<file path="config.mk">
export PLATFORM = sky130hd
export DESIGN_NAME = itsi_ram
export DESIGN_NICKNAME = d
export VERILOG_FILES = /design/src/rtl/itsi_ram.sv
export SDC_FILE = /design/constraint.sdc
export NUM_CORES = 1
export LEC_CHECK = 0
export BUFFER_PORTS_ARGS = -buffer_cell sky130_fd_sc_hd__buf_4
export CAP_MARGIN = 25
export CORE_UTILIZATION = 55
export DETAILED_ROUTE_END_ITERATION = 7
export GPL_TIMING_DRIVEN = 0
export PLACE_DENSITY = 0.75
export SETUP_SLACK_MARGIN = 0.05
export SLEW_MARGIN = 15
export SYNTH_ARGS = -nofsm -noshare
export SYNTH_HDL_FRONTEND = slang
export SYNTH_SLANG_ARGS = --single-unit
</file>
<file path="constraint.sdc">
create_clock -name clk -period 10.9 [get_ports clk]
set_clock_uncertainty 0.1 [all_clocks]
set_input_delay 2.18 -clock clk [delete_from_list [all_inputs] [get_ports clk]]
set_output_delay 2.18 -clock clk [all_outputs]
set_load 0.01 [all_outputs]
</file>
<file path="src/rtl/itsi_ram.sv">
// Generic single-port RAM with registered read data.
// Depends on nothing.
`default_nettype none
module itsi_ram #(
    parameter int unsigned WIDTH = 32,
    parameter int unsigned DEPTH = 16
) (
    input  wire logic                     clk,
    input  wire logic                     we,
    input  wire logic [$clog2(DEPTH)-1:0] addr,
    input  wire logic [WIDTH-1:0]         wdata,
    output logic      [WIDTH-1:0]         rdata
);
    logic [WIDTH-1:0] mem [DEPTH];

    always_ff @(posedge clk)
    begin
        if (we)
        begin
            mem[addr] <= wdata;
        end
        rdata <= mem[addr];
    end
endmodule
`default_nettype wire

</file>
==> flow_summary.toml <==
[sta]
setup_ws_ns = 6.317
setup_viol = 0
rsz0062_at_grt = "false"
holdWs_ns = 0.5772
fin_setup_tns_ns = 0
slew_violations = 0
period_share_pct = 42.05
min_period_ns = 4.583
clock.fmax_ghz = 0.2182
hold_violations = 0
maxSlewHeadroom_pct = 37.73
tightestPinTransition_ns = 0.9340

[synthesis]
synth-compound-area-share_pct = 2.419
synth_mux_area_share_pct = 14.51
seq_area_frac_synth_pct = 80.63
synth_warnings = 0
syn_area_per_cell_sq_um = 23.65
synth_common_cells = "512 x edfxtp_1, 128 x mux4_2, 64 x a22oi_1, 33 x nand2_1, 32 x dfxtp_1"
synthArstFlopShare_pct = 0
synth_area_sq_um = 19860
yosys.area_share.adder_pct = 0
synth_cells = 840
synth.most_common_cell = "edfxtp_1"
yosys.area_share.xor_xnor_pct = 0
synth_seq_cells = 544
synth_top_area_share_pct = 77.40
synth-simple-area-share_pct = 1.272
ys.flop_type = "edfxtp_1"
synth.distinct_cells = 17
synthesis.nets = 878
synth_top_family_by_area = "multiplexers"
synthTopCellsByArea = "edfxtp_1 77%, mux4_2 15%, dfxtp_1 3.2%, a22oi_1 2.4%, nand2_1 0.62%"
synth_edf_count = 512
synth_top_area_cell = "edfxtp_1"

[cts]
postCtsSetupRepairBufs = 0
cts.htree.levels = 2
clk_pin_slew_ns = 0.06
clock-sinks = 544
root_buffer = "clkbuf_16"
cts_buffers = 53
clk_path_buf_depth = 3
cts_hold_buf = 0
cts_tree = "yes"
ctsResizeCount = 0
worstSkewPairLatency_ns = 0.57

[layout]
nets = 1033
drive_above_1_share_pct = 32.66
fin_cells = 1496
n_antenna_cell = 0
areaGrowthSynthToFinish_pct = 17.06

[grt]
grt_pass1_wl_mm = 60.39
overflow = 0
antenna_found_initial = 0
gr-usage-all-layers_pct = 23.19
grt_start_max_net_pins = 22
first_global_vias = 9632

[place]
gp_congestion = 0.7029
place_worst_setup_slack_ns = 5.793
dpl.hpwl_mm = 25.46
dp_cells = 1401
port_buffers = 67

[routing]
drcViolationCount = 0
first_iter_violations = 1115
ant_nets = 0
wl_mm = 40.92
vias = 9372
wl_per_cell_um = 27.35
drt-pass1-iter-count = 7
vias_per_cell = 6.265

[critical_path]
worstSetupPathType = "primary input to flip-flop"
cp-startpoint = "addr[1]"
cp-end-kind = "flip-flop"
r2r_start = "mem[11][25]"
crit_required_ns = 11.07
r2r_end = "rdata[25]"
start_kind = "primary input"
critical_path.endpoint = "mem[3][10]"
cp.arrival_ns = 4.75
crit_fanout = 18
r2r_cells = 3
r2r_slack_ns = 9.26

[pwr]
finalPower_mw = 4.319
swShare_pct = 20.34
p_leak_nw = 7.531
p_int_mw = 3.440
pwr_density_cell_nw_per_um2 = 185.7
p_switching_mw = 0.8783
vdd_drop_max_v = 0.0001421
clkPwrFrac_pct = 40.3
p_seq_share_pct = 54.5
power_frac_comb_pct = 5.3

[die]
die_width_um = 192.0
rows = 69
ios = 70
start_util_pct = 55.84
die_area_sq_um = 36880
die_height_um = 192.0
fp.coreArea_sq_um = 35570

[run]
max-cap-violations = 0

[run_status]
outcome = "finished, final reports clean"

[min_path]
hp-class = "flip-flop to flip-flop"
-- sequential cells by signal, indices dropped and copies added, names as in the netlist --
register,flops
rdata,32
mem,512
-- layer usage --
layer	GRT usage (%)	vias up	share of wire [%]
li1	-	3892	-
met1	32.45	4949	41
met2	37.91	442	50
met3	3.545	89	7.0
met4	7.632	0	2.7
met5	0	-	0
-- metrics by stage --
stage,utilization (%),area (sq um)
final,65.37,23250
after global routing,65.37,23250
after CTS,65.37,23250
after detailed placement,60.75,21610
after global placement,58.88,20940
after floorplan,-,19860
-- kinds of logic (layout without fill, tap and decap cells) --
kind of cell,count (synthesis),in the layout
multiplexers,128,128
flip-flops,544,544
AND/OR/NAND/NOR,59,59
AO/OA/AOI/OAI,64,64
buffers and inverters,45,240
-- power groups by stage --
stage                     sequential (mW)  combinational, mW  clock, mW
after detailed placement             2.40              0.230          0
after global placement               2.39              0.213          0
after floorplan                      2.40              0.113          0
after global routing                 2.35              0.246       1.83
after CTS                            2.35              0.231       1.76
final                                2.35              0.228       1.74
-- placed cells by master, fill, tap and decap left out, types with 2 or more instances in the layout --
cell       count
clkbuf_1      45
buf_16        13
nand3b_1       2
clkinv_1       2
mux4_2       128
clkinv_2      11
buf_6          9
a22oi_1       64
bufinv_16      3
clkbuf_16     53
nor2_4        12
dfxtp_1       32
buf_4         82
nand2b_1       2
nor2b_1        2
nand2_1       33
buf_12         3
buf_2         11
edfxtp_1     512
clkbuf_8       5
nor3_2         4
-- final cells by class --
| class | count | area, sq um |
|---|---|---|
| Sequential cell | 544 | 16020 |
| Fill cell | 2245 | 12320 |
| Multi-Input combinational cell | 251 | 3726 |
| Clock buffer | 76 | 1463 |
| Timing Repair Buffer | 100 | 1060 |
| Tap cell | 461 | 576.8 |
| Buffer | 45 | 231.5 |
| Clock inverter | 19 | 180.2 |
-- critical path, stage by stage --
cell	delay [ns]
buf_2	0.24
buf_4	0.26
clkbuf_1	0.59
nand2_1	0.44
nor2_4	0.77
buf_16	0.24
-- worst min path at each step --
stage	start	endpoint	slack, ns	cells past startpoint
after detailed placement	mem[7][0]	rdata[0]	0.56	3
after CTS	mem[7][12]	rdata[12]	0.58	3
after global placement	mem[6][0]	rdata[0]	0.55	3
final	mem[7][12]	rdata[12]	0.58	3
after floorplan	mem[14][0]	rdata[0]	0.53	3
after global routing	mem[7][12]	rdata[12]	0.59	3
Note: power is estimated with default switching activity, not from simulation.
